`src/hdl/lrce_pkg.sv`:
```
`timescale 1ns / 1ps
// ----------------------------------------------------------------------------
// Lighting remote command encoder package
// Command codes, register indexes and packet constants for the encoder core.
// ----------------------------------------------------------------------------
package lrce_pkg;

  // Kinds of input items.
  typedef enum logic [1:0] {
    CMD_CODE  = 2'd0,
    CMD_IDLE  = 2'd1,
    CMD_ASSOC = 2'd2,
    CMD_RAW   = 2'd3
  } cmd_e;

  // Configuration register indexes.
  typedef enum logic [1:0] {
    REG_REMOTE_ADDRESS  = 2'd0,
    REG_DEFAULT_RESENDS = 2'd1,
    REG_RESEND_DELAY    = 2'd2,
    REG_SILENT_MODE     = 2'd3
  } reg_e;

  localparam int unsigned CfgDataWidth   = 20;
  localparam int unsigned ThrottleLimitDefault = 10;

  localparam logic [15:0] RemoteAddressReset = 16'h0001;
  localparam logic [7:0]  DefaultResendsReset = 8'd10;

  // Packet constants.
  localparam logic [7:0] Byte0Plain    = 8'hB0;
  localparam logic [7:0] Byte0Button   = 8'hB8;
  localparam logic [7:0] ColorBase     = 8'hC8;
  localparam logic [7:0] BrightBase    = 8'h90;
  localparam logic [7:0] BrightMask    = 8'hF8;
  localparam logic [7:0] LongPressBit  = 8'h10;
  localparam logic [7:0] DiscoOff      = 8'hFF;
  localparam logic [7:0] DiscoLastStep = 8'd8;
  localparam logic [3:0] ThrottleMax   = 4'd15;
  localparam logic [7:0] AssocResends  = 8'd10;
  localparam logic [3:0] AssocPackets  = 4'd11;
  localparam logic [7:0] AssocLongFrom = 8'd4;

  // Command codes.
  localparam logic [7:0] CodeShortFirst = 8'h45;
  localparam logic [7:0] CodeShortLast  = 8'h4C;
  localparam logic [7:0] CodeLongFirst  = 8'hC5;
  localparam logic [7:0] CodeLongLast   = 8'hCC;
  localparam logic [7:0] CodeColor      = 8'h40;
  localparam logic [7:0] CodeAllOn      = 8'h41;
  localparam logic [7:0] CodeAllOff     = 8'h42;
  localparam logic [7:0] CodeLongOn     = 8'hC1;
  localparam logic [7:0] CodeLongOff    = 8'hC2;
  localparam logic [7:0] CodeSpeedUp    = 8'h43;
  localparam logic [7:0] CodeSpeedDown  = 8'h44;
  localparam logic [7:0] CodeDisco      = 8'h4D;
  localparam logic [7:0] CodeBright     = 8'h4E;

  // Button values.
  localparam logic [7:0] BtnColor     = 8'h0F;
  localparam logic [7:0] BtnBright    = 8'h0E;
  localparam logic [7:0] BtnAllOn     = 8'h02;
  localparam logic [7:0] BtnAllOff    = 8'h01;
  localparam logic [7:0] BtnLongOn    = 8'h12;
  localparam logic [7:0] BtnLongOff   = 8'h11;
  localparam logic [7:0] BtnSpeedUp   = 8'h0B;
  localparam logic [7:0] BtnSpeedDown = 8'h0C;
  localparam logic [7:0] BtnDisco     = 8'h0D;
  localparam logic [7:0] BtnRelease   = 8'h00;
  localparam logic [7:0] ButtonOffset = 8'd3;

endpackage

```
`src/hdl/light_remote_command_encoder_core.sv`:
```
`timescale 1ns / 1ps
// ----------------------------------------------------------------------------
// Lighting remote command encoder core
// Turns lighting commands into seven-byte radio packets and keeps the remote's
// color, brightness, group, disco step, sequence number and repeat throttle.
// ----------------------------------------------------------------------------
//  Channel   Signals                                         Direction
//  input     in_valid_i / in_ready_o, cmd_i ... raw_packet_i  in
//  result    out_valid_o / out_ready_i, packet_bytes_o ...    out
//  config    cfg_we_i, cfg_addr_i, cfg_wdata_i                in, no handshake
//
// An accepted item updates the state in the same cycle and loads its first
// packet into the result register; the packet shows on the next cycle.
// Each further packet of the same item is loaded into the result register as
// the previous one is taken, so an item gives up to 11 packets for an
// association request and up to 3 for an idle tick.
// A new item is taken while the final beat of the previous one is delivered.
// Reset restores state and result valid, not payload; a stalled result holds it.
module light_remote_command_encoder_core #(
  parameter int unsigned THROTTLE_LIMIT = lrce_pkg::ThrottleLimitDefault
) (
  input  logic        clk_i,
  input  logic        rst_ni,

  input  logic        cfg_we_i,
  input  logic [1:0]  cfg_addr_i,
  input  logic [lrce_pkg::CfgDataWidth-1:0] cfg_wdata_i,

  input  logic        in_valid_i,
  output logic        in_ready_o,
  input  logic [1:0]  cmd_i,
  input  logic [7:0]  code_byte_i,
  input  logic [7:0]  arg_byte_i,
  input  logic [7:0]  assoc_addr_hi_i,
  input  logic [7:0]  assoc_addr_lo_i,
  input  logic [7:0]  assoc_group_i,
  input  logic [55:0] raw_packet_i,

  output logic        out_valid_o,
  input  logic        out_ready_i,
  output logic [55:0] packet_bytes_o,
  output logic [7:0]  resend_count_o,
  output logic [19:0] resend_delay_o,
  output logic        last_o
);

  // Configuration registers.
  logic [15:0] remote_address_q;
  logic [7:0]  default_resends_q;
  logic [19:0] resend_delay_q;
  logic        silent_q;

  // Remote state.
  logic [7:0]  seq_q, seq_d;
  logic [7:0]  color_q, color_d;
  logic [7:0]  bright_q, bright_d;
  logic [2:0]  group_q, group_d;
  logic [7:0]  disco_q, disco_d;
  logic [3:0]  thr_q, thr_d;
  logic        color_pend_q, color_pend_d;
  logic        bright_pend_q, bright_pend_d;
  logic [55:0] lp_q, lp_d;

  // Result register and the rest of the current burst.
  logic        out_valid_q, out_valid_d;
  logic [55:0] out_pkt_q, out_pkt_d;
  logic [7:0]  out_rs_q, out_rs_d;
  logic [19:0] out_dl_q, out_dl_d;
  logic        out_last_q, out_last_d;
  logic [3:0]  burst_left_q, burst_left_d;
  logic        burst_assoc_q, burst_assoc_d;
  logic [15:0] spare_q [2];
  logic [15:0] spare_d [2];

  logic        in_fire;
  logic        out_fire;
  logic [7:0]  assoc_n_next;
  logic [15:0] next_tail;

  assign in_ready_o = !out_valid_q || (out_ready_i && (burst_left_q == 4'd0));
  assign in_fire    = in_valid_i && in_ready_o;
  assign out_fire   = out_valid_q && out_ready_i;

  // Next beat of a burst differs from the current one only in bytes five and six.
  assign assoc_n_next = out_pkt_q[7:0] + 8'd1;
  always_comb begin
    if (burst_assoc_q) begin
      next_tail = {out_pkt_q[15:8] |
                   ((assoc_n_next >= lrce_pkg::AssocLongFrom) ? lrce_pkg::LongPressBit : 8'h00),
                   assoc_n_next};
    end else begin
      next_tail = spare_q[0];
    end
  end

  always_comb begin
    logic [7:0]  button;
    logic        known;
    logic [7:0]  rs;
    logic [2:0]  off;
    logic [7:0]  b0;
    logic [7:0]  disco_inc;
    logic [7:0]  s1;
    logic [7:0]  s2;
    logic [15:0] e_first;
    logic [15:0] e_second;
    logic [15:0] e_third;
    logic        rel;
    logic [1:0]  n_idle;
    logic [2:0]  agrp;
    logic [7:0]  abtn;

    seq_d         = seq_q;
    color_d       = color_q;
    bright_d      = bright_q;
    group_d       = group_q;
    disco_d       = disco_q;
    thr_d         = thr_q;
    color_pend_d  = color_pend_q;
    bright_pend_d = bright_pend_q;
    lp_d          = lp_q;

    out_valid_d   = out_valid_q;
    out_pkt_d     = out_pkt_q;
    out_rs_d      = out_rs_q;
    out_dl_d      = out_dl_q;
    out_last_d    = out_last_q;
    burst_left_d  = burst_left_q;
    burst_assoc_d = burst_assoc_q;
    spare_d       = spare_q;

    button    = 8'h00;
    known     = 1'b0;
    rs        = default_resends_q;
    off       = 3'(code_byte_i - lrce_pkg::CodeShortFirst);
    b0        = lrce_pkg::Byte0Plain;
    disco_inc = disco_q + 8'd1;
    s1        = seq_q + {7'd0, color_pend_q};
    s2        = s1 + {7'd0, bright_pend_q};
    rel       = color_pend_q || bright_pend_q || (lp_q[15:8] != lrce_pkg::BtnRelease);
    n_idle    = 2'(color_pend_q) + 2'(bright_pend_q) + 2'(rel);
    agrp      = (assoc_group_i > 8'd4) ? 3'd0 : assoc_group_i[2:0];
    abtn      = {4'd0, agrp, 1'b1};

    if (color_pend_q) begin
      e_first = {lrce_pkg::BtnColor, s1};
    end else if (bright_pend_q) begin
      e_first = {lrce_pkg::BtnBright, s2};
    end else begin
      e_first = {lrce_pkg::BtnRelease, lp_q[7:0]};
    end
    e_second = (color_pend_q && bright_pend_q) ? {lrce_pkg::BtnBright, s2}
                                               : {lrce_pkg::BtnRelease, s2};
    e_third  = {lrce_pkg::BtnRelease, s2};

    if (out_fire) begin
      if (burst_left_q != 4'd0) begin
        out_pkt_d    = {out_pkt_q[55:16], next_tail};
        out_last_d   = (burst_left_q == 4'd1);
        burst_left_d = burst_left_q - 4'd1;
        spare_d[0]   = spare_q[1];
      end else begin
        out_valid_d = 1'b0;
      end
    end

    if (in_fire) begin
      unique case (lrce_pkg::cmd_e'(cmd_i))
        lrce_pkg::CMD_CODE: begin
          if (32'(thr_q) > THROTTLE_LIMIT) begin
            rs = 8'd0;
          end else if (thr_q < lrce_pkg::ThrottleMax) begin
            thr_d = thr_q + 4'd1;
          end

          priority if (code_byte_i >= lrce_pkg::CodeShortFirst &&
                       code_byte_i <= lrce_pkg::CodeShortLast) begin
            known  = 1'b1;
            button = {5'd0, off} + lrce_pkg::ButtonOffset;
            if (!off[0]) group_d = {1'b0, off[2:1]} + 3'd1;
          end else if (code_byte_i >= lrce_pkg::CodeLongFirst &&
                       code_byte_i <= lrce_pkg::CodeLongLast) begin
            known   = 1'b1;
            button  = ({5'd0, off} + lrce_pkg::ButtonOffset) | lrce_pkg::LongPressBit;
            if (!off[0]) group_d = {1'b0, off[2:1]} + 3'd1;
            disco_d = lrce_pkg::DiscoOff;
          end else begin
            unique case (code_byte_i)
              lrce_pkg::CodeColor: begin
                known        = 1'b1;
                button       = lrce_pkg::BtnColor;
                color_d      = lrce_pkg::ColorBase - arg_byte_i;
                rs           = 8'd0;
                color_pend_d = 1'b1;
                disco_d      = lrce_pkg::DiscoOff;
              end
              lrce_pkg::CodeAllOn: begin
                known  = 1'b1;
                button = lrce_pkg::BtnAllOn;
              end
              lrce_pkg::CodeAllOff: begin
                known   = 1'b1;
                button  = lrce_pkg::BtnAllOff;
                group_d = 3'd0;
              end
              lrce_pkg::CodeLongOn: begin
                known   = 1'b1;
                button  = lrce_pkg::BtnLongOn;
                disco_d = lrce_pkg::DiscoOff;
              end
              lrce_pkg::CodeLongOff: begin
                known   = 1'b1;
                button  = lrce_pkg::BtnLongOff;
                group_d = 3'd0;
                disco_d = lrce_pkg::DiscoOff;
              end
              lrce_pkg::CodeSpeedUp: begin
                known  = 1'b1;
                button = lrce_pkg::BtnSpeedUp;
              end
              lrce_pkg::CodeSpeedDown: begin
                known  = 1'b1;
                button = lrce_pkg::BtnSpeedDown;
              end
              lrce_pkg::CodeDisco: begin
                known  = 1'b1;
                button = lrce_pkg::BtnDisco;
                if (disco_q == lrce_pkg::DiscoOff) begin
                  disco_d = 8'd0;
                end else if (disco_inc > lrce_pkg::DiscoLastStep) begin
                  disco_d = 8'd0;
                end else begin
                  disco_d = disco_inc;
                end
                color_pend_d  = 1'b0;
                bright_pend_d = 1'b0;
              end
              lrce_pkg::CodeBright: begin
                known         = 1'b1;
                button        = lrce_pkg::BtnBright;
                bright_d      = lrce_pkg::BrightBase - {arg_byte_i[4:0], 3'd0};
                bright_pend_d = 1'b1;
                rs            = 8'd0;
              end
              default: begin
                known = 1'b0;
              end
            endcase
          end

          if (known) begin
            seq_d = seq_q + 8'd1;
            if (disco_d != lrce_pkg::DiscoOff) begin
              b0 = lrce_pkg::Byte0Plain | disco_d;
            end else if (button >= lrce_pkg::BtnBright) begin
              b0 = lrce_pkg::Byte0Plain;
            end else begin
              b0 = lrce_pkg::Byte0Button;
            end
            lp_d = {b0, remote_address_q, color_d,
                    (bright_d & lrce_pkg::BrightMask) | {5'd0, group_d}, button, seq_d};
            if (!silent_q) begin
              out_valid_d   = 1'b1;
              out_pkt_d     = lp_d;
              out_rs_d      = rs;
              out_dl_d      = resend_delay_q;
              out_last_d    = 1'b1;
              burst_left_d  = 4'd0;
              burst_assoc_d = 1'b0;
            end
          end
        end

        lrce_pkg::CMD_IDLE: begin
          if (thr_q != 4'd0) thr_d = thr_q - 4'd1;
          seq_d         = s2;
          color_pend_d  = 1'b0;
          bright_pend_d = 1'b0;
          lp_d = {lp_q[55:48], remote_address_q, lp_q[31:16], lrce_pkg::BtnRelease,
                  (color_pend_q || bright_pend_q) ? s2 : lp_q[7:0]};
          if (!silent_q && (n_idle != 2'd0)) begin
            out_valid_d   = 1'b1;
            out_pkt_d     = {lp_q[55:48], remote_address_q, lp_q[31:16], e_first};
            out_rs_d      = default_resends_q;
            out_dl_d      = resend_delay_q;
            out_last_d    = (n_idle == 2'd1);
            burst_left_d  = {2'd0, n_idle - 2'd1};
            burst_assoc_d = 1'b0;
            spare_d[0]    = e_second;
            spare_d[1]    = e_third;
          end
        end

        lrce_pkg::CMD_ASSOC: begin
          if (!silent_q) begin
            out_valid_d   = 1'b1;
            out_pkt_d     = {lrce_pkg::Byte0Plain, assoc_addr_hi_i, assoc_addr_lo_i, 8'h00,
                             lrce_pkg::Byte0Button | {5'd0, agrp}, abtn, 8'd1};
            out_rs_d      = lrce_pkg::AssocResends;
            out_dl_d      = 20'd0;
            out_last_d    = 1'b0;
            burst_left_d  = lrce_pkg::AssocPackets - 4'd1;
            burst_assoc_d = 1'b1;
          end
        end

        lrce_pkg::CMD_RAW: begin
          if (!silent_q) begin
            out_valid_d   = 1'b1;
            out_pkt_d     = raw_packet_i;
            out_rs_d      = 8'd0;
            out_dl_d      = 20'd0;
            out_last_d    = 1'b1;
            burst_left_d  = 4'd0;
            burst_assoc_d = 1'b0;
          end
        end

        default: begin
          out_valid_d = out_valid_d;
        end
      endcase
    end
  end

  always_ff @(posedge clk_i or negedge rst_ni) begin
    if (!rst_ni) begin
      remote_address_q  <= lrce_pkg::RemoteAddressReset;
      default_resends_q <= lrce_pkg::DefaultResendsReset;
      resend_delay_q    <= 20'd0;
      silent_q          <= 1'b0;
    end else if (cfg_we_i) begin
      unique case (lrce_pkg::reg_e'(cfg_addr_i))
        lrce_pkg::REG_REMOTE_ADDRESS:  remote_address_q  <= cfg_wdata_i[15:0];
        lrce_pkg::REG_DEFAULT_RESENDS: default_resends_q <= cfg_wdata_i[7:0];
        lrce_pkg::REG_RESEND_DELAY:    resend_delay_q    <= cfg_wdata_i[19:0];
        lrce_pkg::REG_SILENT_MODE:     silent_q          <= cfg_wdata_i[0];
        default:                       silent_q          <= silent_q;
      endcase
    end
  end

  always_ff @(posedge clk_i or negedge rst_ni) begin
    if (!rst_ni) begin
      seq_q         <= 8'd0;
      color_q       <= 8'd0;
      bright_q      <= 8'd2;
      group_q       <= 3'd0;
      disco_q       <= lrce_pkg::DiscoOff;
      thr_q         <= 4'd0;
      color_pend_q  <= 1'b0;
      bright_pend_q <= 1'b0;
      lp_q          <= {lrce_pkg::Byte0Plain, 48'd0};
      out_valid_q   <= 1'b0;
      burst_left_q  <= 4'd0;
      burst_assoc_q <= 1'b0;
    end else begin
      seq_q         <= seq_d;
      color_q       <= color_d;
      bright_q      <= bright_d;
      group_q       <= group_d;
      disco_q       <= disco_d;
      thr_q         <= thr_d;
      color_pend_q  <= color_pend_d;
      bright_pend_q <= bright_pend_d;
      lp_q          <= lp_d;
      out_valid_q   <= out_valid_d;
      burst_left_q  <= burst_left_d;
      burst_assoc_q <= burst_assoc_d;
    end
  end

  // Result payload and the spare beats of an idle burst need no reset.
  always_ff @(posedge clk_i) begin
    out_pkt_q  <= out_pkt_d;
    out_rs_q   <= out_rs_d;
    out_dl_q   <= out_dl_d;
    out_last_q <= out_last_d;
    spare_q    <= spare_d;
  end

  assign out_valid_o    = out_valid_q;
  assign packet_bytes_o = out_pkt_q;
  assign resend_count_o = out_rs_q;
  assign resend_delay_o = out_dl_q;
  assign last_o         = out_last_q;

endmodule
```
`config.mk`:
```
export PLATFORM = sky130hd
export DESIGN_NAME = light_remote_command_encoder_core
export DESIGN_NICKNAME = d
export VERILOG_FILES = /design/src/hdl/lrce_pkg.sv /design/src/hdl/light_remote_command_encoder_core.sv
export SDC_FILE = /design/constraint.sdc
export NUM_CORES = 1
export LEC_CHECK = 0
export BUFFER_PORTS_ARGS = -buffer_cell sky130_fd_sc_hd__buf_2
export CAP_MARGIN = 20
export CORE_MARGIN = 2
export CORE_UTILIZATION = 60
export CTS_BUF_LIST = sky130_fd_sc_hd__clkbuf_8
export CTS_CLUSTER_DIAMETER = 150
export CTS_CLUSTER_SIZE = 12
export DETAILED_ROUTE_END_ITERATION = 10
export GPL_TIMING_DRIVEN = 0
export HOLD_SLACK_MARGIN = 0.02
export PLACE_DENSITY = 0.85
export SYNTH_ARGS = -nofsm -noshare
export SYNTH_HDL_FRONTEND = slang
export SYNTH_SLANG_ARGS = --single-unit
```
`constraint.sdc`:
```
create_clock -name clk_i -period 9.55 [get_ports clk_i]
set_input_delay 0.4775 -clock clk_i [delete_from_list [all_inputs] [get_ports clk_i]]
set_output_delay 0.4775 -clock clk_i [all_outputs]
set_load 0.02 [all_outputs]
```
Word level (Yosys, flattened, before mapping)
Cells that the tools add are included.
Widths: inputs -> output; s select.
{ "totals": {"reg_bits": 238, "inputBits": 125, "output_inout_bits": 87, "elab_cells": 239} }
{ "op_classes": {"add_sub_neg": 16, "magnitude_cmp": 10, "eq_ne": 33, "n_mux": 113, "n_bitwise": 3, "n_reduce_logical": 40} }
{ "ops": {"columns": ["cell", "count"], "rows": [
  ["$mux 56", 7],
  ["$pmux 56 s4", 1],
  ["$mux 8", 27],
  ["$pmux 56 s2", 1],
  ["$mux 16", 6],
  ["$mux 32", 3],
  ["$mux 20", 4],
  ["$pmux 20 s3", 1],
  ["$eq 8x7->1 const B", 7],
  ["$pmux 5 s9", 1],
  ["$mux 4", 11],
  ["$pmux 8 s2", 2],
  ["$pmux 8 s4", 1],
  ["$mux 1", 26],
  ["$add 8x1->8 const B", 3],
  ["$eq 8x8->1 const B", 3],
  ["$mux 12", 2],
  ["$ne 2x2->1 const B", 12],
  ["$mux 3", 7],
  ["$reduce_and 5->1", 4],
  ["$add 8x1->8", 2],
  ["$pmux 4 s4", 1],
  ["$sub 8x8->8 const A", 2],
  ["$mux 5", 3],
  ["46 further kinds", 78]
]} }

Longest topological paths before layout
Gate-level depths: netlist (run 1).
{ "logic_depth": {"word_depth": 15, "ltp_mapped": 13, "depth_no_buf": 12} }

Worst setup path before layout (run 1)
Ideal clock, no wire load.
{ "synth_timing": {"kind": "reg2reg", "startpoint": "reg bright_pend_q", "endpoint": "reg out_pkt_q[16] (netlist: packet_bytes_o[16]), enable pin", "setup_time_ns": 0.438, "arrival_time_ns": 3.625, "required_ns": 9.112, "path_slack_ns": 5.488, "path_stages_with_launch": 10, "path_buffers": 2, "period_less_slack_ns": 4.062, "path_cell_list": "dfrtp_1 > clkbuf_1 > clkbuf_1 > nand2_1 > nand2_1 > inv_1 > ha_1 > o21ai_0 > nand2_1 > nor2_1"} }
{ "synth_between": {"elab_chain_cells": 8, "word_cells_on_any_way": 9, "cone_classes": "2 x add/sub; 3 x mux; 4 x reduce/logical"} }
{ "synth_lines": {"columns": ["item", "line_no", "rtl"], "rows": [
  ["start: declaration", "light_remote_command_encoder_core.sv:61", "logic bright_pend_q, bright_pend_d;"],
  ["start signal: assignment", "light_remote_command_encoder_core.sv:365", "bright_pend_q <= bright_pend_d;"],
  ["$logic_or 1x1->1 (2 in series)", "light_remote_command_encoder_core.sv:140", "rel = color_pend_q || bright_pend_q || (lp_q[15:8] != lrce_pkg::BtnRelease);"],
  ["$add 2x1->2 *", "light_remote_command_encoder_core.sv:141", "n_idle = 2'(color_pend_q) + 2'(bright_pend_q) + 2'(rel);"],
  ["$reduce_bool 2->1 *", "light_remote_command_encoder_core.sv:281", "if (!silent_q && (n_idle != 2'd0)) begin"],
  ["$logic_and 1x1->1 *", "light_remote_command_encoder_core.sv:281", null],
  ["$mux 56 *", "light_remote_command_encoder_core.sv:281", null],
  ["$pmux 56 s4 *", "light_remote_command_encoder_core.sv:168", "unique case (lrce_pkg::cmd_e'(cmd_i))"],
  ["$mux 56 *", "light_remote_command_encoder_core.sv:167", "if (in_fire) begin"],
  ["end signal: assignment", "light_remote_command_encoder_core.sv:375", "out_pkt_q <= out_pkt_d;"],
  ["end: declaration", "light_remote_command_encoder_core.sv:66", "logic [55:0] out_pkt_q, out_pkt_d;"]
]} }
Every way passes the cells marked *; elsewhere a longest branch is shown, timed or not.
A chain may end at the register's enable or synchronous reset.

Final worst setup path (run 1)
{ "layout_timing": {"startpoint": "reg color_pend_q", "endpoint": "reg out_pkt_q[20] (netlist: packet_bytes_o[20]), data pin"} }
{ "layout_between": {"elab_chain_cells": 8, "word_cells_on_any_way": 9, "cone_classes": "2 x add/sub; 3 x mux; 4 x reduce/logical"} }
{ "layout_lines": {"columns": ["item", "line_no", "rtl"], "rows": [
  ["start: declaration", "light_remote_command_encoder_core.sv:60", "logic color_pend_q, color_pend_d;"],
  ["start signal: assignment", "light_remote_command_encoder_core.sv:364", "color_pend_q <= color_pend_d;"],
  ["$logic_or 1x1->1 (2 in series)", "light_remote_command_encoder_core.sv:140", null],
  ["$add 2x1->2 *", "light_remote_command_encoder_core.sv:141", null],
  ["$reduce_bool 2->1 *", "light_remote_command_encoder_core.sv:281", null],
  ["$logic_and 1x1->1 *", "light_remote_command_encoder_core.sv:281", null],
  ["$mux 56 *", "light_remote_command_encoder_core.sv:281", null],
  ["$pmux 56 s4 *", "light_remote_command_encoder_core.sv:168", null],
  ["$mux 56 *", "light_remote_command_encoder_core.sv:167", null]
]} }
Marked as above.

==> summary.md, run 1 <==
| Metric | Value |
|---|---|
| First-pass GRT wire length | 57200 um |
| RSZ-0062 raised after global routing | no |
| Clk_lat worst skew | 0.57 ns |
| Crit Path Class | reg2reg |
| Sequential-to-total area share from yosys stat | 49.4% |
| Worst Hold Launch | raw_packet_i[15] |
| Min-Delay Path Class | in2reg |
| Syn Area/Cell | 10.2 um^2 |
| Drc violations | 0 |
| Slew Viols, Final | 0 |
| Ys async rst share | 53.2% |
| Reg power frac | 45.4% |
| Cts bufs inserted | 23 |
| Post-layout min period | between 4 and 5 ns |
| Synth top area share | between 20 and 25% |
| P_leak | between 5 and 6 nW |
| FF-to-FF setup slack | 5.45 ns |
| Dpl cell area | 13800 um^2 |
| Starting DRC count in detailed routing | 1366 |
| Worst-margin pin slew | roughly 1.1 ns |
| Routed vias/inst | 6.47 |
| # setup viols final | 0 |
| GRT Total Usage | 33.5% |
| Routability congestion estimate | 0.966 |
| Max-cap violations | 0 |
| Worst clock skew | approximately 0.021 ns |
| Top post-synthesis cells by area | dfrtp_1 23%, edfxtp_1 19%, mux2_2 5.4% |
| Internal | 1.95 mW |
| # IOs | about 210 |
| Layout area overhead | 15.7% |
| Starting Density | 60.8% |
| CP max FO | 10 |
| Synth Cell Area | 12300 um^2 |
| Post-CTS Resized | 0 |
| 1st-pass router iterations | 8 |
| Core box area | between 20000 and 25000 um^2 |
| Postcts setup bufs | 0 |
| HPWL Detailed | 26900 um |
| Power, Total | 3.20 mW |
| # fillers | 1513 |
| Row count | 52 |
| Data arrival, critical path | around 4.4 ns |
| Final Instance Area | about 14000 um^2 |
| VDD IR max | 0.121 mV |
| Grt total ovfl | 0 |
| Yosys warnings | 0 |
| Status | finished clean |
| Synth cell count leaders | 148 x nand2_1, 112 x dfrtp_1, 96 x o21ai_0, 76 x edfxtp_1, 61 x clkbuf_1 |
| Clock Path Buffers | 3 |
| Switching Fraction | 39.1% |
| R2R cell count | 11 |
| Combinational power share | 36.4% |
| Cell count of the worst hold path | 3 |
| Setup TNS | 0 ns |
| Slew headroom | 27.1% |
| EDFF count, synth | 76 |
| Synth unique cells | 97 |
| Mapped Nets | 1352 |
| Die X | 147 um |
| Count leader, synth | nand2_1 |
| Cts hold-fix bufs | 1 |
| Max Freq | 0.244 GHz |
| Post-route clock period utilization | 42.9% |
| Wire per inst | 21.2 um |
| Fraction of layout cells with a size suffix above 1 | 23.9% |
| Seq cells post-synth | approximately 230 |
| Clk pin slew, worst setup/hold paths | 0.09 ns |
| Mapped Cells | 1199 |
| Routed wire length | 36800 um |
| Final Net Count | roughly 1600 |
| PD cells | 226 nW/um^2 |
| Origin of the critical flop-to-flop path | color_pend_q$_DFFE_PN0P_ |
| Startpoint types | register |
| Vias | 11208 |
| Htree depth | 1 |
| CP required | 9.88 ns |
| Initial antenna violation count | 7 |
| Cell taking the most area after synthesis | dfrtp_1 |
| Root Buffer | clkbuf_8 |
| Clk pwr share | 18.2% |
| CTS Sinks | ~230 |
| Critical Path End Type | register |
| Sw power | 1.25 mW |
| Die footprint | 21600 um^2 |
| Most used DFF post-synth | dfrtp_1 |
| Vias in the first global route | 10473 |
| Final hold vios | 0 |
| # port buffers | 209 |
| Min-Delay Endpoint | packet_bytes_o[15]$_DFF_P_ |
| CTS tree | done |
| Largest net degree at the start of global routing | between 70 and 80 |
| Die span in y | 147 um |
| Critical R2R Capture | packet_bytes_o[20]$_DFFE_PP_ |
| Antenna viol nets, final | 0 |
==> kinds of logic after synthesis <==
logic type               share of synthesized area, %
buffers and inverters                            3.42
AND/OR/NAND/NOR                                  15.6
multiplexers                                     6.80
AO/OA/AOI/OAI                                    19.3
flip-flops                                       49.4
adder cells (fa/ha/maj)                          2.92
XOR/XNOR                                         2.57
==> per-stage QoR <==
step | hold slack [ns] | instances | utilization, % | setup WS (ns)
after floorplan | 0.182 | 1199 | - | 5.49
after global placement | 0.443 | 1678 | 67.7 | 3.92
after detailed placement | 0.444 | 1682 | 68.3 | 5.70
after CTS | 0.111 | 1725 | 70.3 | 5.67
after global routing | 0.125 | 1732 | 70.4 | 5.42
final | 0.117 | 1732 | 70.4 | 5.45
==> worst max path at each step <==
| stage | start | to | depth (start not counted) |
|---|---|---|---|
| floorplan | bright_pend_q$_DFFE_PN0P_ | packet_bytes_o[16]$_DFFE_PP_ | 9 |
| global placement | bright_pend_q$_DFFE_PN0P_ | packet_bytes_o[29]$_DFFE_PP_ | 9 |
| detailed placement | bright_pend_q$_DFFE_PN0P_ | packet_bytes_o[20]$_DFFE_PP_ | 11 |
| CTS | color_pend_q$_DFFE_PN0P_ | packet_bytes_o[20]$_DFFE_PP_ | 11 |
| global route | bright_pend_q$_DFFE_PN0P_ | packet_bytes_o[19]$_DFFE_PP_ | 11 |
| finish | color_pend_q$_DFFE_PN0P_ | packet_bytes_o[20]$_DFFE_PP_ | 11 |
==> metal layers <==
| metal | GRT usage (%) | vias to the layer above | wire length [um] |
|---|---|---|---|
| met5 | 0 | - | 0 |
| met4 | 11.7 | 0 | 1350 |
| met3 | 4.97 | 104 | 4260 |
| met2 | 52.7 | 777 | 16800 |
| met1 | 48.1 | 5370 | 14400 |
| li1 | - | 4957 | - |
==> power by group through the flow <==
| stage | Sequential [mW] | Combinational, mW | Clock (mW) |
|---|---|---|---|
| 3_3_place_gp | 1.46 | 1.09 | 0 |
| 5_1_grt | 1.48 | 1.26 | 0.630 |
| 3_5_place_dp | 1.47 | 1.14 | 0 |
| 4_1_cts | 1.45 | 1.14 | 0.584 |
| 2_1_floorplan | 1.52 | 0.688 | 0 |
| 6_report | 1.45 | 1.16 | 0.584 |
==> sequential cells by signal (all words and copies together), names as in the netlist <==
register and cells:
resend_delay_o 20, disco_q 8, thr_q 4, last_o 1, out_valid_o 1, packet_bytes_o 56, default_resends_q 8, resend_delay_q 20
group_q 3, remote_address_q 16, spare_q 24, bright_q 5, resend_count_o 8, bright_pend_q 1, silent_q 1, color_q 8
burst_left_q 4, lp_q 35, seq_q 8, color_pend_q 1, burst_assoc_q 1
==> area by class of cell <==
class	count	area, um^2	share of cell area (%)
sequential	233	6060	42.7
multi-input combinational	861	5800	40.8
timing repair buffer	214	1160	8.17
tap	270	338	2.38
clock buffer	23	317	2.23
buffer	75	307	2.16
inverter	30	113	0.793
clock inverter	19	83.8	0.591
antenna	7	17.5	0.123
==> layout by cell type (no fill, tap or decap), drive strengths merged, types with 7 or more instances in the layout <==
master,netlist,routed
buf,14,227
nand2,148,148
dfrtp,112,112
o21ai,101,101
clkbuf,61,84
edfxtp,76,76
nor2,60,60
mux2,59,59
a21oi,50,50
inv,29,48
nand3,40,40
dfxtp,33,33
ha,27,27
and2,24,24
a222oi,21,21
o31ai,21,21
xor2,20,20
o22ai,19,19
mux2i,17,17
nor2b,17,17
nor3,16,16
xnor2,16,16
a221oi,13,13
and3,13,13
a31oi,13,13
a22oi,12,12
dfstp,12,12
or3,10,10
nor4,10,10
o21a,9,9
nand2b,8,8
diode,0,7
o221ai,7,7
or2,7,7
a211oi,7,7
==> critical path: stages, from the launching register on <==
cell	delay [ns]
dfrtp_1	0.39
clkbuf_1	0.35
clkbuf_1	0.51
nand2_1	0.20
nand2_1	0.21
inv_1	0.06
ha_1	0.24
nor3_1	0.20
clkbuf_1	0.61
clkbuf_1	0.50
a221oi_1	0.18
o21ai_0	0.40
Note: power is estimated with default switching activity, not from simulation.
==> inputs of run 2 (changes only) <==
--- a/config.mk
+++ b/config.mk
@@ -8,14 +8,14 @@
 export BUFFER_PORTS_ARGS = -buffer_cell sky130_fd_sc_hd__buf_2
 export CAP_MARGIN = 20
 export CORE_MARGIN = 2
-export CORE_UTILIZATION = 60
+export CORE_UTILIZATION = 53
 export CTS_BUF_LIST = sky130_fd_sc_hd__clkbuf_8
 export CTS_CLUSTER_DIAMETER = 150
 export CTS_CLUSTER_SIZE = 12
 export DETAILED_ROUTE_END_ITERATION = 10
 export GPL_TIMING_DRIVEN = 0
 export HOLD_SLACK_MARGIN = 0.02
-export PLACE_DENSITY = 0.85
+export PLACE_DENSITY = 0.79
 export SYNTH_ARGS = -nofsm -noshare
 export SYNTH_HDL_FRONTEND = slang
 export SYNTH_SLANG_ARGS = --single-unit
==> constraint.sdc (replaced) <==
create_clock -name clk_i -period 3.75 [get_ports clk_i]
set_input_delay 0.1875 -clock clk_i [delete_from_list [all_inputs] [get_ports clk_i]]
set_output_delay 0.1875 -clock clk_i [all_outputs]
set_load 0.02 [all_outputs]
==> summary.md, run 2 (same netlist as run 1, synthesis figures left out) <==
| Metric | Value |
|---|---|
| Worst Hold Launch | raw_packet_i[24] |
| Met2 Wirelength | 17800 um (+5.8%) |
| 1st-pass router iterations | 8 (unchanged) |
| CTS tree | done |
| Final Net Count | 1651 (+3.8%) |
| Worst clock skew | 0.0279 ns (+0.00730 ns) |
| Final core occ | 65.1% (-5.3 points) |
| Layout area overhead | 20.5% |
| Status | finished clean |
| CP bufs+invs | 5 (unchanged) |
| HPWL Detailed | 27600 um (+2.6%) |
| Commonest non-fill, non-tap cell in the layout | buf_2 |
| Htree depth | 1 (unchanged) |
| Fraction of layout cells with a size suffix above 1 | 23.2% (-0.68 points) |
| # port buffers | 209 (unchanged) |
| CP required | 4.13 ns (-5.75 ns) |
| Die X | 156 um (+6.2%) |
| # setup viols final | 0 (unchanged) |
| Cts bufs inserted | 23 (unchanged) |
| Post-layout min period | 3.63 ns (-0.470 ns) |
| Clock Path Buffers | 3 (unchanged) |
| Area taken by multi-input logic gates | 5800 um^2 (unchanged) |
| Core box area | 22700 um^2 (+13%) |
| Row count | 55 (+5.8%) |
| Slowest stage delay, CP | 0.44 ns (-0.17 ns) |
| Starting DRC count in detailed routing | 1190 (-13%) |
| Starting Density | 54.0% (-6.8 points) |
| Critical Path End Type | register |
| Origin of the critical flop-to-flop path | color_pend_q$_DFFE_PN0P_ |
| Grt total ovfl | 0 (unchanged) |
| # fillers | 1834 (+21%) |
| Max-cap violations | 0 (unchanged) |
| Post-route clock period utilization | 96.7% (+54 points) |
| Final Instance Area | 14800 um^2 (+4.2%) |
| GRT Total Usage | 31.4% (-2.1 points) |
| Clk_lat worst skew | 0.58 ns (about the same) |
| Dpl cell area | 13700 um^2 (-0.12%) |
| DR WL met3 | 3790 um (-11%) |
| Max reg flops | 56 (unchanged) |
| CP max FO | 10 (unchanged) |
| Max Freq | 0.276 GHz (+13%) |
| Min-Delay Path Class | in2reg |
| Drc violations | 0 (unchanged) |
| P_leak | 6.20 nW (+4.3%) |
| Crit-path cells | clkbuf_1 > or2_2 > inv_1 > o21ai_0 > nand2_1 > inv_1 > ha_1 > nor3_1 > clkbuf_2 > clkbuf_1 > a222oi_1 > o21ai_0 |
| Wire per inst | 21.5 um (+1.1%) |
| Startpoint types | register |
| Die footprint | 24400 um^2 (+13%) |
| CTS Sinks | 233 (unchanged) |
| VDD IR max | 0.532 mV (+340%) |
| Data arrival, critical path | 4.01 ns (-0.41 ns) |
| Crit Path Class | reg2reg |
| Die span in y | 156 um (+6.2%) |
| Crit-path slowest cell | clkbuf_1 |
| Root Buffer | clkbuf_8 |
| WL met1 | 15400 um (+7.3%) |
| Clk pin slew, worst setup/hold paths | 0.09 ns (about the same) |
| Antenna viol nets, final | 0 (unchanged) |
| # IOs | 212 (unchanged) |
| CP top delay family | buffers and inverters |
| Routed vias/inst | 6.28 (-2.9%) |
| Setup TNS | 0 ns (unchanged) |
| Postcts setup bufs | 0 (unchanged) |
| Worst-margin pin slew | 1.03 ns (-0.0626 ns) |
| PD cells | 556 nW/um^2 (+150%) |
| Slew Viols, Final | 0 (unchanged) |
| DR top layer | met4 |
| Largest net degree at the start of global routing | 79 (+1.3%) |
| RSZ-0062 raised after global routing | no |
| Critical Path Start | color_pend_q$_DFFE_PN0P_ |
| First-pass GRT wire length | 59700 um (+4.3%) |
| Slew headroom | 31.2% (+4.2 points) |
| Final hold vios | 0 (unchanged) |
| Routed wire length | 38700 um (+5.2%) |
| Vias | 11331 (+1.1%) |
| Initial antenna violation count | 3 (-4) |
| Routability congestion estimate | 0.939 (-2.8%) |
| Reg area | 6060 um^2 (unchanged) |
| Vias in the first global route | 11020 (+5.2%) |
| Commonest non-fill, non-tap cells in the layout | 213 x buf_2, 148 x nand2_1, 112 x dfrtp_1 |
## run 2: area by class of cell
type	instances	area share, %
Antenna cell	3	0.0508
Buffer	75	2.12
Clock buffer	23	2.14
Clock inverter	19	0.567
Inverter	30	0.762
Multi-Input combinational cell	861	39.2
Sequential cell	233	41.0
Tap cell	285	2.41
Timing Repair Buffer	274	11.7
## run 2: layer usage
metal / vias to the layer above / track usage (%)
met5: - / 0
met4: 0 / 13.0
met3: 145 / 5.44
met2: 684 / 50.4
met1: 5427 / 42.5
li1: 5075 / -
## run 2: path summary, 6_finish.rpt
| path | to | slack (ns) | cells past startpoint |
|---|---|---|---|
| setup / recovery | packet_bytes_o[46]$_DFFE_PP_ | 0.12 | 12 |
| hold / removal | packet_bytes_o[24]$_DFFE_PP_ | 0.02 | 3 |
| setup reg to reg | packet_bytes_o[46]$_DFFE_PP_ | 0.12 | 12 |
| hold reg to reg | lp_q[53]$_DFFE_PN1P_ | 0.47 | 2 |
| max in group asynchronous | default_resends_q[3]$_DFFE_PN1P_ | 2.84 | 3 |
| min in group asynchronous | lp_q[26]$_DFFE_PN0P_ | 0.10 | 2 |
## run 2: what timing repair did
| item | 4_1_cts | 5_1_grt |
|---|---|---|
| pin swaps | 0 | 0 |
| setup endpoints to repair | 26 | 96 |
| endpoints found under the hold margin | 194 | 0 |
| gates resized for setup | 3 | 5 |
| hold buffers | 62 | 0 |
## run 2: power breakdown
group	internal, mW	switching, mW
logic	1.15	1.86
clock network	0.583	0.916
registers	3.26	0.441
## run 2: worst register-to-register path, cell delays in order (launching register included)
cell      delay, ns
dfrtp_1        0.40
clkbuf_1       0.23
or2_2          0.38
inv_1          0.22
o21ai_0        0.16
nand2_1        0.18
inv_1          0.07
ha_1           0.24
nor3_1         0.22
clkbuf_2       0.35
clkbuf_1       0.44
a222oi_1       0.23
o21ai_0        0.30
## run 2: metrics by stage
stage / hold slack (ns) / instances / total power [mW] / worst slack (ns)
6_report: 0.0220 / 1803 / 8.21 / 0.125
5_1_grt: 0.0390 / 1803 / 8.64 / 0.0362
4_1_cts: 0.0206 / 1800 / 8.14 / 0.0164
3_5_place_dp: 0.151 / 1696 / 6.62 / -0.160
3_3_place_gp: 0.388 / 1693 / 6.51 / -0.994
2_1_floorplan: -0.108 / 1199 / 5.62 / 0.344
==> inputs of run 3 (changes only) <==
--- a/config.mk
+++ b/config.mk
@@ -5,8 +5,10 @@
 export SDC_FILE = /design/constraint.sdc
 export NUM_CORES = 1
 export LEC_CHECK = 0
+export ABC_CLOCK_PERIOD_IN_PS = 3750
 export BUFFER_PORTS_ARGS = -buffer_cell sky130_fd_sc_hd__buf_2
 export CAP_MARGIN = 20
+export CORE_ASPECT_RATIO = 1.4
 export CORE_MARGIN = 2
 export CORE_UTILIZATION = 53
 export CTS_BUF_LIST = sky130_fd_sc_hd__clkbuf_8
@@ -16,6 +18,7 @@
 export GPL_TIMING_DRIVEN = 0
 export HOLD_SLACK_MARGIN = 0.02
 export PLACE_DENSITY = 0.79
+export SETUP_SLACK_MARGIN = 0.1
 export SYNTH_ARGS = -nofsm -noshare
 export SYNTH_HDL_FRONTEND = slang
 export SYNTH_SLANG_ARGS = --single-unit
==> summary.md, run 3 (same netlist as run 1, synthesis figures left out) <==
| Metric | Value |
|---|---|
| # port buffers | 209 (unchanged) |
| Die X | 133 um (-15%) |
| Post-layout min period | 3.51 ns (-0.115 ns) |
| Min-Delay Path Class | in2reg |
| Sw power | 3.25 mW (+1.2%) |
| Final Net Count | 1664 (+0.79%) |
| Root Buffer | clkbuf_8 |
| Combinational power share | 36.9% (+0.3 points) |
| Worst-margin pin slew | 1.12 ns (+0.0891 ns) |
| Routed wire length | 40500 um (+4.6%) |
| Vias | 11515 (+1.6%) |
| Antenna viol nets, final | 0 (unchanged) |
| M3 GR Usage | 4.96% (-0.48 points) |
| Crit Path Class | reg2reg |
| Clk_lat worst skew | 0.58 ns (about the same) |
| Starting Density | 54.3% (+0.24 points) |
| FF-to-FF setup slack | 0.24 ns (+0.11 ns) |
| RSZ-0062 raised after global routing | yes |
| Core box area | 22600 um^2 (-0.44%) |
| GR Layer Usage met2 | 56.7% (+6.3 points) |
| Post-route clock period utilization | 93.6% (-3.1 points) |
| # setup viols final | 0 (unchanged) |
| Clock Path Buffers | 3 (unchanged) |
| Critical R2R Capture | packet_bytes_o[5]$_DFF_P_ |
| Fraction of layout cells with a size suffix above 1 | 23.3% (+0.064 points) |
| Grt met1 use | 39.3% (-3.1 points) |
| Layer with the highest usage | met2 |
| Cell count of the worst hold path | 3 (unchanged) |
| Wire per inst | 22.1 um (+2.8%) |
| Htree depth | 1 (unchanged) |
| Startpoint types | register |
| Clk pin slew, worst setup/hold paths | 0.09 ns (about the same) |
| Max Freq | 0.285 GHz (+3.3%) |
| Commonest non-fill, non-tap cell in the layout | buf_2 |
| Final hold vios | 0 (unchanged) |
| CP required | 4.18 ns (+0.05 ns) |
| Largest net degree at the start of global routing | 77 (-2.5%) |
| Routability congestion estimate | 0.984 (+4.8%) |
| Commonest non-fill, non-tap cells in the layout | 213 x buf_2, 147 x nand2_1, 112 x dfrtp_1 |
| Vias in the first global route | 11425 (+3.7%) |
| VDD IR max | 0.320 mV (-40%) |
| CTS tree | done |
| Grt total ovfl | 0 (unchanged) |
| Internal | 5.02 mW (+0.36%) |
| Hold slack | 0.0171 ns (-0.00487 ns) |
| GRT Total Usage | 32.5% (+1.1 points) |
| Data arrival, critical path | 3.94 ns (-0.07 ns) |
| Row count | 65 (+18%) |
| Die footprint | 24400 um^2 (about the same) |
| Routed vias/inst | 6.28 (-0.15%) |
| Slew headroom | 25.3% (-5.9 points) |
| CTS Sinks | 233 (unchanged) |
| Power, Total | 8.27 mW (+0.70%) |
| # IOs | 212 (unchanged) |
| Slew Viols, Final | 0 (unchanged) |
| Clk pwr share | 18.2% (about the same) |
| Min-Delay Endpoint | packet_bytes_o[24]$_DFFE_PP_ |
| Origin of the critical flop-to-flop path | color_pend_q$_DFFE_PN0P_ |
| Worst Hold Launch | raw_packet_i[24] |
| Drc violations | 0 (unchanged) |
| HPWL Detailed | 28500 um (+3.4%) |
| Cts bufs inserted | 23 (unchanged) |
| Max-cap violations | 0 (unchanged) |
| Die span in y | 184 um (+18%) |
| Status | finished clean |
| Reg power frac | 44.9% (-0.2 points) |
| P_leak | 6.26 nW (+0.98%) |
| 1st-pass router iterations | 8 (unchanged) |
| Layout area overhead | 21.9% |
| Starting DRC count in detailed routing | 1445 (+21%) |
| R2R cell count | 13 (+1) |
| PD cells | 553 nW/um^2 (-0.48%) |
| First-pass GRT wire length | 62200 um (+4.2%) |
| Initial antenna violation count | 6 (+3) |
| Critical Path End Type | register |
| CP max FO | 10 (unchanged) |
| Switching Fraction | 39.3% (+0.21 points) |
| Max reg flops | 56 (unchanged) |
| Worst clock skew | 0.0366 ns (+0.00870 ns) |
-- run 3: how the worst max path moves through the flow --
| stage | startpoint | end | slack (ns) | cells past startpoint |
|---|---|---|---|---|
| 3_3_place_gp | bright_pend_q$_DFFE_PN0P_ | packet_bytes_o[49]$_DFFE_PP_ | -1.04 | 9 |
| 3_5_place_dp | bright_pend_q$_DFFE_PN0P_ | packet_bytes_o[18]$_DFFE_PP_ | -0.25 | 11 |
| 4_1_cts | color_pend_q$_DFFE_PN0P_ | packet_bytes_o[5]$_DFF_P_ | 0.12 | 13 |
| 2_1_floorplan | bright_pend_q$_DFFE_PN0P_ | packet_bytes_o[16]$_DFFE_PP_ | 0.34 | 9 |
| 6_report | color_pend_q$_DFFE_PN0P_ | packet_bytes_o[5]$_DFF_P_ | 0.24 | 13 |
| 5_1_grt | color_pend_q$_DFFE_PN0P_ | packet_bytes_o[5]$_DFF_P_ | 0.08 | 13 |
-- run 3: per-stage QoR --
stage	instance area (um^2)	setup TNS (ns)	setup slack, ns	util, %	instances
floorplan	12300	0	0.344	-	1199
global placement	13700	-59.35	-1.04	60.6	1709
detailed placement	13800	-2.72	-0.251	60.9	1712
CTS	14900	0	0.115	65.9	1827
global route	15000	0	0.0829	66.2	1834
finish	15000	0	0.239	66.2	1835
-- run 3: final cells by class --
type | count | area, um^2
Sequential cell | 233 | 6060
Inverter | 30 | 116
Antenna cell | 6 | 15.0
Clock buffer | 23 | 317
Tap cell | 301 | 377
Clock inverter | 19 | 83.8
Fill cell | 1789 | 7650
Buffer | 75 | 314
Multi-Input combinational cell | 861 | 5800
Timing Repair Buffer | 287 | 1880
-- run 3: power groups by stage --
stage | Clock (mW) | Sequential (mW) | Combinational (mW)
2_1_floorplan | 0 | 3.86 | 1.75
3_3_place_gp | 0 | 3.72 | 2.80
3_5_place_dp | 0 | 3.74 | 2.90
4_1_cts | 1.50 | 3.69 | 2.98
5_1_grt | 1.61 | 3.78 | 3.31
6_report | 1.51 | 3.72 | 3.05
-- run 3: worst max-delay path, cell delays in order (launching register included) --
cell	delay (ns)
dfrtp_1	0.43
clkbuf_1	0.22
or2_2	0.38
inv_1	0.22
o21ai_0	0.14
nand2_1	0.17
inv_1	0.06
ha_1	0.25
o21ai_1	0.33
nand2_2	0.23
o32ai_2	0.24
buf_2	0.33
nor3_1	0.10
a211o_1	0.28
-- run 3: timing repair --
action                                  CTS  global route
hold endpoints to repair                141             1
resized for setup                         3            10
endpoints found under the setup margin   69           117
hold buffers                             73             1
pin swaps                                 1             1
setup buffers                             0             1
-- run 3: routing by layer --
| metal | vias up | part of all wire (%) |
|---|---|---|
| li1 | 5101 | - |
| met1 | 5510 | 36 |
| met2 | 734 | 50 |
| met3 | 170 | 8.5 |
| met4 | 0 | 5.2 |
| met5 | - | 0 |
